File: config.mk
export PLATFORM = sky130hd
export DESIGN_NAME = modular_division_unit
export DESIGN_NICKNAME = d
export VERILOG_FILES = /design/src/rtl/core/mdu_pkg.sv /design/src/rtl/core/mdu_ctrl.sv /design/src/rtl/core/mdu_datapath.sv /design/src/rtl/core/modular_division_unit.sv
export SDC_FILE = /design/constraint.sdc
export NUM_CORES = 1
export LEC_CHECK = 0
export BUFFER_PORTS_ARGS = -buffer_cell sky130_fd_sc_hd__buf_2
export CAP_MARGIN = 10
export CORE_MARGIN = 2
export CORE_UTILIZATION = 30
export DETAILED_ROUTE_END_ITERATION = 7
export GPL_TIMING_DRIVEN = 0
export PLACE_DENSITY = 0.43
export SLEW_MARGIN = 0
export SYNTH_ARGS = -nofsm -noshare
export SYNTH_HDL_FRONTEND = slang
export SYNTH_HIERARCHICAL = 1
export SYNTH_SLANG_ARGS = --single-unit
File: constraint.sdc
create_clock -name clk_i -period 7.85 [get_ports clk_i]
set_input_delay 1.1775 -clock clk_i [delete_from_list [all_inputs] [get_ports clk_i]]
set_output_delay 1.1775 -clock clk_i [all_outputs]
set_load 0.01 [all_outputs]
File: src/rtl/core/mdu_pkg.sv
// Modular division unit: shared package.
// Holds the datapath command codes, the status struct and fixed constants.
// No dependencies.
package mdu_pkg;

  // Modulus value after reset (truncated to the value width on use)
  localparam logic [63:0] MODULUS_RESET = 64'd998244353;

  // Commands from the controller to the datapath
  typedef enum logic [2:0] {
    CMD_NONE     = 3'd0,
    CMD_LOAD     = 3'd1,  // take a new beat, set up dividend reduction
    CMD_ALIGN    = 3'd2,  // shift divisor copy up one place
    CMD_DIV      = 3'd3,  // one restoring step, shift divisor copy down
    CMD_LOAD_B   = 3'd4,  // keep reduced dividend, set up first Euclid step
    CMD_SWAP     = 3'd5,  // rotate remainders and coefficients
    CMD_PREP_MUL = 3'd6,  // normalize inverse, set up multiply
    CMD_MUL      = 3'd7   // one shift-add modular multiply step
  } cmd_e;

  // Status from the datapath to the controller
  typedef struct packed {
    logic m_zero;     // modulus register is zero
    logic ds_le_rp;   // shifted divisor still fits in the remainder
    logic k_zero;     // step counter is zero
    logic k_one;      // step counter is one
    logic rp_zero;    // current remainder is zero
    logic rc_one;     // current divisor (gcd candidate) is one
  } status_t;

endpackage

File: src/rtl/core/mdu_ctrl.sv
// Modular division unit: controller state machine.
// Sequences reduction, Euclid division steps and the final multiply.
// Depends on mdu_pkg.
module mdu_ctrl (
  input  logic              clk_i,
  input  logic              rst_ni,
  input  logic              start_i,
  input  mdu_pkg::status_t  status_i,
  output mdu_pkg::cmd_e     cmd_o,
  output logic              busy_o,
  output logic              done_o,
  output logic              status_o
);

  typedef enum logic [5:0] {
    S_IDLE  = 6'b000001,
    S_ALIGN = 6'b000010,
    S_DIV   = 6'b000100,
    S_STEP  = 6'b001000,
    S_MUL   = 6'b010000,
    S_RESP  = 6'b100000
  } state_e;

  state_e state_q, state_d;
  logic   phase_a_q, phase_a_d;  // first division reduces the dividend
  logic   err_q, err_d;

  // Next state and command decode
  always_comb begin
    state_d   = state_q;
    phase_a_d = phase_a_q;
    err_d     = err_q;
    cmd_o     = mdu_pkg::CMD_NONE;
    unique case (state_q)
      S_IDLE: begin
        if (start_i) begin
          cmd_o     = mdu_pkg::CMD_LOAD;
          phase_a_d = 1'b1;
          err_d     = status_i.m_zero;
          state_d   = status_i.m_zero ? S_RESP : S_ALIGN;
        end
      end
      S_ALIGN: begin
        if (status_i.ds_le_rp) begin
          cmd_o = mdu_pkg::CMD_ALIGN;
        end else if (status_i.k_zero) begin
          state_d = S_STEP;
        end else begin
          state_d = S_DIV;
        end
      end
      S_DIV: begin
        cmd_o = mdu_pkg::CMD_DIV;
        if (status_i.k_one) begin
          state_d = S_STEP;
        end
      end
      S_STEP: begin
        if (phase_a_q) begin
          cmd_o     = mdu_pkg::CMD_LOAD_B;
          phase_a_d = 1'b0;
          state_d   = S_ALIGN;
        end else if (status_i.rp_zero) begin
          // Euclid finished: gcd sits in the divisor register
          if (status_i.rc_one) begin
            cmd_o   = mdu_pkg::CMD_PREP_MUL;
            state_d = S_MUL;
          end else begin
            err_d   = 1'b1;
            state_d = S_RESP;
          end
        end else begin
          cmd_o   = mdu_pkg::CMD_SWAP;
          state_d = S_ALIGN;
        end
      end
      S_MUL: begin
        cmd_o = mdu_pkg::CMD_MUL;
        if (status_i.k_one) begin
          state_d = S_RESP;
        end
      end
      S_RESP: begin
        state_d = S_IDLE;
      end
      default: begin
        state_d = S_IDLE;
      end
    endcase
  end

  // State registers
  always_ff @(posedge clk_i or negedge rst_ni) begin
    if (!rst_ni) begin
      state_q   <= S_IDLE;
      phase_a_q <= 1'b0;
      err_q     <= 1'b0;
    end else begin
      state_q   <= state_d;
      phase_a_q <= phase_a_d;
      err_q     <= err_d;
    end
  end

  assign busy_o   = (state_q != S_IDLE);
  assign done_o   = (state_q == S_RESP);
  assign status_o = err_q;

endmodule

File: src/rtl/core/mdu_datapath.sv
// Modular division unit: datapath.
// Modulus register, shift-subtract divider with coefficient tracking,
// inverse normalization and shift-add modular multiplier. Depends on mdu_pkg.
module mdu_datapath #(
  parameter int VALUE_BITS = 30
) (
  input  logic                  clk_i,
  input  logic                  rst_ni,
  input  logic                  cfg_we_i,
  input  logic [VALUE_BITS-1:0] cfg_wdata_i,
  input  logic [VALUE_BITS-1:0] dividend_i,
  input  logic [VALUE_BITS-1:0] divisor_i,
  input  mdu_pkg::cmd_e         cmd_i,
  output mdu_pkg::status_t      status_o,
  output logic [VALUE_BITS-1:0] quotient_o
);

  localparam int W   = VALUE_BITS;
  localparam int CPW = W + 2;            // Euclid coefficients, |c| <= m
  localparam int CSW = W + 4;            // shifted coefficient, |c << k| <= 4m
  localparam int KW  = $clog2(W + 2);    // shift / step counter

  logic [W-1:0]            mod_q;
  logic [W-1:0]            rp_q, rc_q;   // remainder / divisor (rc is multiplier later)
  logic [W-1:0]            b_q, a_q, acc_q;
  logic signed [CPW-1:0]   cp_q, cc_q;
  logic [W:0]              ds_q;         // divisor shifted into place
  logic signed [CSW-1:0]   cs_q;         // divisor's coefficient shifted alike
  logic [KW-1:0]           k_q;

  logic [W:0]              ds_half;
  logic signed [CSW-1:0]   cs_half;
  logic                    div_fit;
  logic [W-1:0]            rp_sub;
  logic signed [CSW-1:0]   cp_wide, cp_sub_w;
  logic signed [CPW-1:0]   mod_ext, inv_neg, inv_sub;
  logic [W-1:0]            inv;
  logic [W:0]              acc_sum, acc_red, a_dbl, a_red;

  // Configuration register
  always_ff @(posedge clk_i or negedge rst_ni) begin
    if (!rst_ni) begin
      mod_q <= mdu_pkg::MODULUS_RESET[W-1:0];
    end else if (cfg_we_i) begin
      mod_q <= cfg_wdata_i;
    end
  end

  // Restoring division step: shift divisor copy down, subtract if it fits
  assign ds_half  = ds_q >> 1;
  assign cs_half  = cs_q >>> 1;
  assign div_fit  = ({1'b0, rp_q} >= ds_half);
  assign rp_sub   = rp_q - ds_half[W-1:0];
  assign cp_wide  = CSW'(cp_q);
  assign cp_sub_w = cp_wide - cs_half;

  // Inverse normalized into 0..m-1
  assign mod_ext = $signed({2'b00, mod_q});
  assign inv_neg = mod_ext + cc_q;
  assign inv_sub = cc_q - mod_ext;
  always_comb begin
    if (cc_q < 0) begin
      inv = inv_neg[W-1:0];
    end else if (cc_q >= mod_ext) begin
      inv = inv_sub[W-1:0];
    end else begin
      inv = cc_q[W-1:0];
    end
  end

  // Modular multiply step: conditional add and doubling, each reduced once
  assign acc_sum = {1'b0, acc_q} + {1'b0, a_q};
  assign acc_red = (acc_sum >= {1'b0, mod_q}) ? acc_sum - {1'b0, mod_q} : acc_sum;
  assign a_dbl   = {a_q, 1'b0};
  assign a_red   = (a_dbl >= {1'b0, mod_q}) ? a_dbl - {1'b0, mod_q} : a_dbl;

  // Datapath registers
  always_ff @(posedge clk_i) begin
    unique case (cmd_i)
      mdu_pkg::CMD_NONE: begin
      end
      mdu_pkg::CMD_LOAD: begin
        rp_q  <= dividend_i;
        b_q   <= divisor_i;
        rc_q  <= mod_q;
        cp_q  <= '0;
        cc_q  <= '0;
        ds_q  <= {1'b0, mod_q};
        cs_q  <= '0;
        k_q   <= '0;
        acc_q <= '0;
      end
      mdu_pkg::CMD_ALIGN: begin
        ds_q <= {ds_q[W-1:0], 1'b0};
        cs_q <= {cs_q[CSW-2:0], 1'b0};
        k_q  <= k_q + KW'(1);
      end
      mdu_pkg::CMD_DIV: begin
        ds_q <= ds_half;
        cs_q <= cs_half;
        k_q  <= k_q - KW'(1);
        if (div_fit) begin
          rp_q <= rp_sub;
          cp_q <= cp_sub_w[CPW-1:0];
        end
      end
      mdu_pkg::CMD_LOAD_B: begin
        a_q  <= rp_q;
        rp_q <= b_q;
        rc_q <= mod_q;
        cp_q <= CPW'(1);
        cc_q <= '0;
        ds_q <= {1'b0, mod_q};
        cs_q <= '0;
        k_q  <= '0;
      end
      mdu_pkg::CMD_SWAP: begin
        rp_q <= rc_q;
        rc_q <= rp_q;
        cp_q <= cc_q;
        cc_q <= cp_q;
        ds_q <= {1'b0, rp_q};
        cs_q <= cp_wide;
        k_q  <= '0;
      end
      mdu_pkg::CMD_PREP_MUL: begin
        rc_q  <= inv;
        acc_q <= '0;
        k_q   <= KW'(W);
      end
      mdu_pkg::CMD_MUL: begin
        if (rc_q[0]) begin
          acc_q <= acc_red[W-1:0];
        end
        a_q  <= a_red[W-1:0];
        rc_q <= rc_q >> 1;
        k_q  <= k_q - KW'(1);
      end
      default: begin
      end
    endcase
  end

  // Status to the controller
  assign status_o.m_zero   = (mod_q == '0);
  assign status_o.ds_le_rp = (ds_q <= {1'b0, rp_q});
  assign status_o.k_zero   = (k_q == '0);
  assign status_o.k_one    = (k_q == KW'(1));
  assign status_o.rp_zero  = (rp_q == '0);
  assign status_o.rc_one   = (rc_q == W'(1));

  assign quotient_o = acc_q;

endmodule

File: src/rtl/core/modular_division_unit.sv
// Modular division unit: top level.
// Joins the controller (mdu_ctrl) and the datapath (mdu_datapath).
// Depends on mdu_pkg.
//
//  channel   signals                          direction  handshake
//  command   start_i, dividend_i, divisor_i   in         start_i && !busy_o
//  result    done_o, quotient_o, status_o     out        done_o, one cycle
//  config    cfg_we_i, cfg_wdata_i            in         cfg_we_i, any cycle
//
// A beat runs a load cycle, one shift-subtract division per reduction and Euclid
// step, then, if an inverse exists, the multiply, and a result cycle.
// A zero modulus answers in the cycle after the beat is taken.
// Reset loads the modulus with its default and returns the controller to idle.
// The receiver cannot stall; busy_o stays high until the result cycle is over.
module modular_division_unit #(
  parameter int VALUE_BITS = 30
) (
  input  logic                  clk_i,
  input  logic                  rst_ni,
  input  logic                  cfg_we_i,
  input  logic [VALUE_BITS-1:0] cfg_wdata_i,
  input  logic                  start_i,
  output logic                  busy_o,
  input  logic [VALUE_BITS-1:0] dividend_i,
  input  logic [VALUE_BITS-1:0] divisor_i,
  output logic                  done_o,
  output logic [VALUE_BITS-1:0] quotient_o,
  output logic                  status_o
);

  mdu_pkg::cmd_e    cmd;
  mdu_pkg::status_t dp_status;

  mdu_ctrl u_ctrl (
    .clk_i    (clk_i),
    .rst_ni   (rst_ni),
    .start_i  (start_i),
    .status_i (dp_status),
    .cmd_o    (cmd),
    .busy_o   (busy_o),
    .done_o   (done_o),
    .status_o (status_o)
  );

  mdu_datapath #(
    .VALUE_BITS (VALUE_BITS)
  ) u_datapath (
    .clk_i       (clk_i),
    .rst_ni      (rst_ni),
    .cfg_we_i    (cfg_we_i),
    .cfg_wdata_i (cfg_wdata_i),
    .dividend_i  (dividend_i),
    .divisor_i   (divisor_i),
    .cmd_i       (cmd),
    .status_o    (dp_status),
    .quotient_o  (quotient_o)
  );

endmodule

== Word level (Yosys, flattened, before mapping) ==
Index checks and enable logic that the tools add are counted.

* Register bits after elaboration: 322
* Latch bits: 0
* RAM bits: 0
* Bits in read-only memories: 0
* Bits of input ports: 94
* Memories: 0

* $add $sub $neg: 9
* $mul: 0
* Div/mod/pow operators: 0
* Magnitude comparators: 6
* Equal/unequal tests: 25
* Shift-type cells: 0
* Multiplexer cells: 39
* Bitwise gates (word level): 1
* Reduce and logical (&&, ||, !) cells: 22

{| class="wikitable"
|+ Operator list
! operator !! count
|-
| $pmux W30 S4 || 2
|-
| $mux W30 || 6
|-
| $pmux W34 S4 || 1
|-
| $pmux W32 S4 || 1
|-
| $pmux W31 S4 || 1
|-
| $pmux W30 S2 || 2
|-
| $sub A30 B30 Y30 || 4
|-
| $pmux W32 S2 || 1
|-
| $ge A31 B30 Y1 || 2
|-
| $logic_not A30 Y1 || 2
|-
| $mux W6 || 8
|-
| $ge A32 B31 Y1 || 1
|-
| $lt A32 B1 Y1 const B || 1
|-
| $mux W32 || 1
|-
| $sub A32 B32 Y32 || 1
|-
| $add A30 B30 Y31 || 1
|-
| $le A31 B30 Y1 || 1
|-
| $add A30 B30 Y30 || 1
|-
| $eq A30 B1 Y1 const B || 1
|-
| $ge A30 B30 Y1 || 1
|-
| $pmux W6 S5 || 1
|-
| $pmux W5 S4 || 1
|-
| $reduce_bool A4 Y1 || 4
|-
| $pmux W3 S5 || 1
|-
| other kinds (29) || 56
|}

== Logic depth before layout (Yosys ltp) ==
* Depth after elaboration: 9
* Depth in mapped cells: 24

== By module ==
The synthesis kept the hierarchy.

{| class="wikitable"
|+ By module, submodules not included
! module !! instances !! cells an instance !! area each (um2) !! sequential area each (um2)
|-
| mdu_datapath || 1 || 3,090 || 26,959.6 || 9,287.7
|-
| mdu_ctrl || 1 || 48 || 531.8 || 201.4
|}

== Least setup slack after synthesis ==
No wires, ideal clock.

* Path type: reg2reg
* From: register u_datapath.rp_q[1]
* To: register u_datapath.cp_q[0], enable pin
* Data arrival time: 5.777 ns
* Slack: 1.571 ns
* Stages on the path, launching flop included: 21
* Path buffers: 3
* Path through: edfxtp_1 inv_1 ha_1 nor2b_1 o21a_1 o21a_1 o21a_1 o21a_1 o21ai_0 nand2b_1 a21oi_1 o221ai_1 o21ai_0 nand4b_1 nand3_1 clkbuf_1 buf_1 clkbuf_1 o21ai_0 o211ai_1 a21oi_1

{| class="wikitable"
|+ RTL lines
! element !! line !! text
|-
| start: declaration || mdu_datapath.sv:24 || <nowiki>logic [W-1:0] rp_q, rc_q;</nowiki>
|-
| start signal: assignment || mdu_datapath.sv:83 || <nowiki>rp_q <= dividend_i;</nowiki>
|-
| start signal: assignment || mdu_datapath.sv:103 || <nowiki>rp_q <= rp_sub;</nowiki>
|-
| start signal: assignment || mdu_datapath.sv:109 || <nowiki>rp_q <= b_q;</nowiki>
|-
| end signal: assignment || mdu_datapath.sv:104 || <nowiki>cp_q <= cp_sub_w[CPW-1:0];</nowiki>
|-
| end signal: assignment || mdu_datapath.sv:120 || <nowiki>cp_q <= cc_q;</nowiki>
|-
| end: declaration || mdu_datapath.sv:26 || <nowiki>logic signed [CPW-1:0] cp_q, cc_q;</nowiki>
|}

==> results.md <==
* Status: finished, final reports clean
* Clock Pin Slew Worst Setup and Hold Paths at around 0.060 ns
* Max-slew headroom at between 15 and 20%
* Max Cap Viol at 0
* Critical path's slowest cell: edfxtp_1
* Clock Skew at approximately 0.040 ns
* Seq/Total Area, Yosys at around a third
* Worst setup startpoint: u_datapath/rp_q[24]
* WP data required at around 8.1 ns
* Later-pin clock latency in the skew report at about 0.61 ns
* Syn avg cell area at 8.76 µm²
* Row Count at roughly 110
* H-Tree Depth at 2
* Core Box Area at between 0.09 and 0.1 mm²
* DR iter-0 viols at 2800
* Synth top area share at 31.0%
* Slew @ Worst Pin at around 1.2 ns
* Drt wl/cell at approximately 28 µm
* Final setup violation count at 0
* Max-slew violations at 0
* Leakage power at roughly 13 nW
* Post-DRT Antenna Nets at 0
* Grt total ovfl at 0
* Worst reg-to-reg path cell count at 21
* CTS sink cnt at 322
* Global-route wire length before repair at about 180 mm
* Commonest non-fill, non-tap cell in the layout: nand2_1
* Synthesized area at between 0.02 and 0.03 mm²
* Crit. End Element: flip-flop
* Largest net degree at the start of global routing at 39
* Seq cells post-synth at between 300 and 400
* Cells along the critical path: inv_1, ha_1, a21o_1, a21oi_1, nor2b_1, o21ai_0, nand2b_1, a21oi_1, nor2b_1, a2111oi_0, o221ai_1, o21ai_0, nand4b_1, nand3_1, clkbuf_1, buf_1, clkbuf_1, buf_1, nand2_1, a21oi_4, buf_16
* Post-route minimum period at roughly 7.6 ns
* Cell taking the most area after synthesis: edfxtp_1
* Warnings, synthesis at 6
* Hold Path Class: flip-flop to flip-flop
* Placer Congestion at ~1
* Netlist cell types at slightly above 90
* Finished Core Util at around 34%
* Ys async rst share at about an eighth
* Nets at between 3000 and 4000
* Hold_buf cts at 0
* Crit path DAT at slightly below 8 ns
* Vias at roughly 26000
* Worst path max stage delay at around 0.70 ns
* Layout overhead on the synthesized area at 13.8%
* Die Wd at 307 µm
* Flop2flop setup slack at between 0.2 and 0.3 ns
* Port Buffer Count at about 130
* Largest cells by area after synthesis: edfxtp_1 31%, ha_1 11%, a21oi_1 4.8%
* Layout cells sized above 1 at under 10%
* Postcts setup bufs at 0
* Peak supply drop at ~0.23 mV
* CTS tree: built
* Reg2Reg Launch Point: u_datapath/rp_q[24]
* Place WS at around 0.56 ns
* CTS buffer count at 43
* Post-synth EDFFs at 284
* Gr usage total at between 20% and 30%
* Initial antenna violation count at 3
* DRC Markers at 0
* Resize count post-CTS at 0
* Worst-case clock buffer depth at 3
* Die H at 307 µm
* CP Class: flip-flop to flip-flop
* Antenna Diode Count at 0
* Syn Nets at ~3500
* Overall routed net length at about 130 mm
* Final WS setup at about 0.28 ns
* Boundary Pins at around 130
* Syn Inst Count at 3138
* Vias in the first global route at approximately 26000
* CP endpoint: u_datapath/a_q[3]
* Crit path max fanout at 19
* Most frequent cells in the layout: 311 x nand2_1, 284 x edfxtp_1, 263 x o21ai_0, 263 x a21oi_1, 244 x ha_1
* Fmax at roughly 130 MHz
* Initial Utilization at between 30% and 40%
* Final worst-path cycle share at 96.4%
* DR pass1 iterations at 6
* HPWL Detailed at 100 mm
* Top FF cell, synth: edfxtp_1
* P per Cell Area at 460 mW/mm²
* Root Buffer: clkbuf_16
* Die ar. at between 0.09 and 0.1 mm²
* FF-to-FF End: u_datapath/a_q[3]
* DR vias/cell at just under 6
* Hold Fails Final Rpt at 0
* Startpoint types: flip-flop
* RSZ-0062 raised after global routing: no
-- layer usage --
metal | vias to the layer above | track usage [%] | wire (µm)
met3 | 281 | 4.15 | 9060
met4 | 0 | 12.5 | 7070
met5 | - | 0 | 0
met2 | 1051 | 42.0 | 56700
met1 | 12931 | 35.9 | 55800
li1 | 12099 | - | -
-- area by class of cell --
type,count,area [µm²]
flip-flops and latches,322,9490
fillers,9557,60000
repair buffers,134,836
inverters,212,798
plain buffers,153,596
clock inverters,28,284
multi-input cells,2451,16700
well taps,1186,1480
clock buffers,51,1140
-- registers in the layout, summed over array words and instances, names as in the netlist --
signal / cells
u_ctrl/phase_a_q: 1
u_datapath/rp_q: 30
u_ctrl/state_q: 6
u_ctrl/status_o: 1
u_datapath/quotient_o: 30
u_datapath/cc_q: 32
u_datapath/b_q: 30
u_datapath/mod_q: 30
u_datapath/k_q: 5
u_datapath/rc_q: 30
u_datapath/cp_q: 32
u_datapath/cs_q: 34
u_datapath/ds_q: 31
u_datapath/a_q: 30
-- worst min-delay path by stage --
stage / start / end / slack (ns) / depth (start not counted)
floorplan: u_ctrl/phase_a_q / u_ctrl/phase_a_q / 0.51 / 2
global placement: u_ctrl/status_o / u_ctrl/status_o / 0.53 / 1
detailed placement: u_ctrl/phase_a_q / u_ctrl/phase_a_q / 0.54 / 2
CTS: u_ctrl/phase_a_q / u_ctrl/phase_a_q / 0.55 / 2
global route: u_ctrl/phase_a_q / u_ctrl/phase_a_q / 0.57 / 2
finish: u_ctrl/status_o / u_ctrl/status_o / 0.54 / 1
-- Yosys cell counts, types with 28 or more instances --
cell type  number
a211oi_1       41
a21o_1        103
a21oi_1       265
a22o_1         62
a31oi_1        30
and2_1         39
and3_1         28
clkbuf_1      131
dfrtp_1        30
edfxtp_1      284
ha_1          244
inv_1         208
mux2i_1        41
nand2_1       311
nand2b_1       36
nand3_1        42
nand4_1        34
nor2_1        187
nor2b_1        37
nor3_1         45
nor4_1         29
o21a_1         36
o21ai_0       263
o21bai_1       28
o22ai_1        82
xnor2_1       114
xor2_1         54
-- logic make-up after synthesis --
logic type | Yosys count | synth area share [%]
buffers and inverters | 365 | 5.07
and+or+nand+nor | 854 | 14.9
AOI/OAI and AO/OA | 1127 | 26.7
muxes | 51 | 1.90
xor gates and xnor gates | 168 | 5.35
adders and majority gates | 251 | 11.6
DFF | 322 | 34.5
-- report_power, final --
part	total, mW	switching [mW]	internal, mW
sequential	3.66	0.860	2.80
clock	2.04	0.866	1.18
combinational	8.70	5.52	3.18
total	14.4	7.25	7.15
-- critical path: cells and delay by family (launching register included) --
family          cells  cell delay, ns
compound gates      8            2.28
fa+ha+maj           1            0.35
buf+inv             6            2.82
flops               1            0.70
simple gates        6            1.06
-- per-stage QoR --
| step | setup TNS, ns | std cells | cell area (µm²) | hold slack (ns) | total power, mW |
|---|---|---|---|---|---|
| finish | 0 | 4537 | 31300 | 0.537 | 14.4 |
| CTS | 0 | 4537 | 31300 | 0.546 | 14.2 |
| global placement | -232.80 | 4449 | 29600 | 0.527 | 12.1 |
| detailed placement | 0 | 4458 | 29900 | 0.537 | 12.1 |
| floorplan | 0 | 3138 | 27500 | 0.508 | 9.08 |
| global route | 0 | 4537 | 31300 | 0.569 | 15.3 |
No activity file was read; power rests on OpenSTA's default activity.
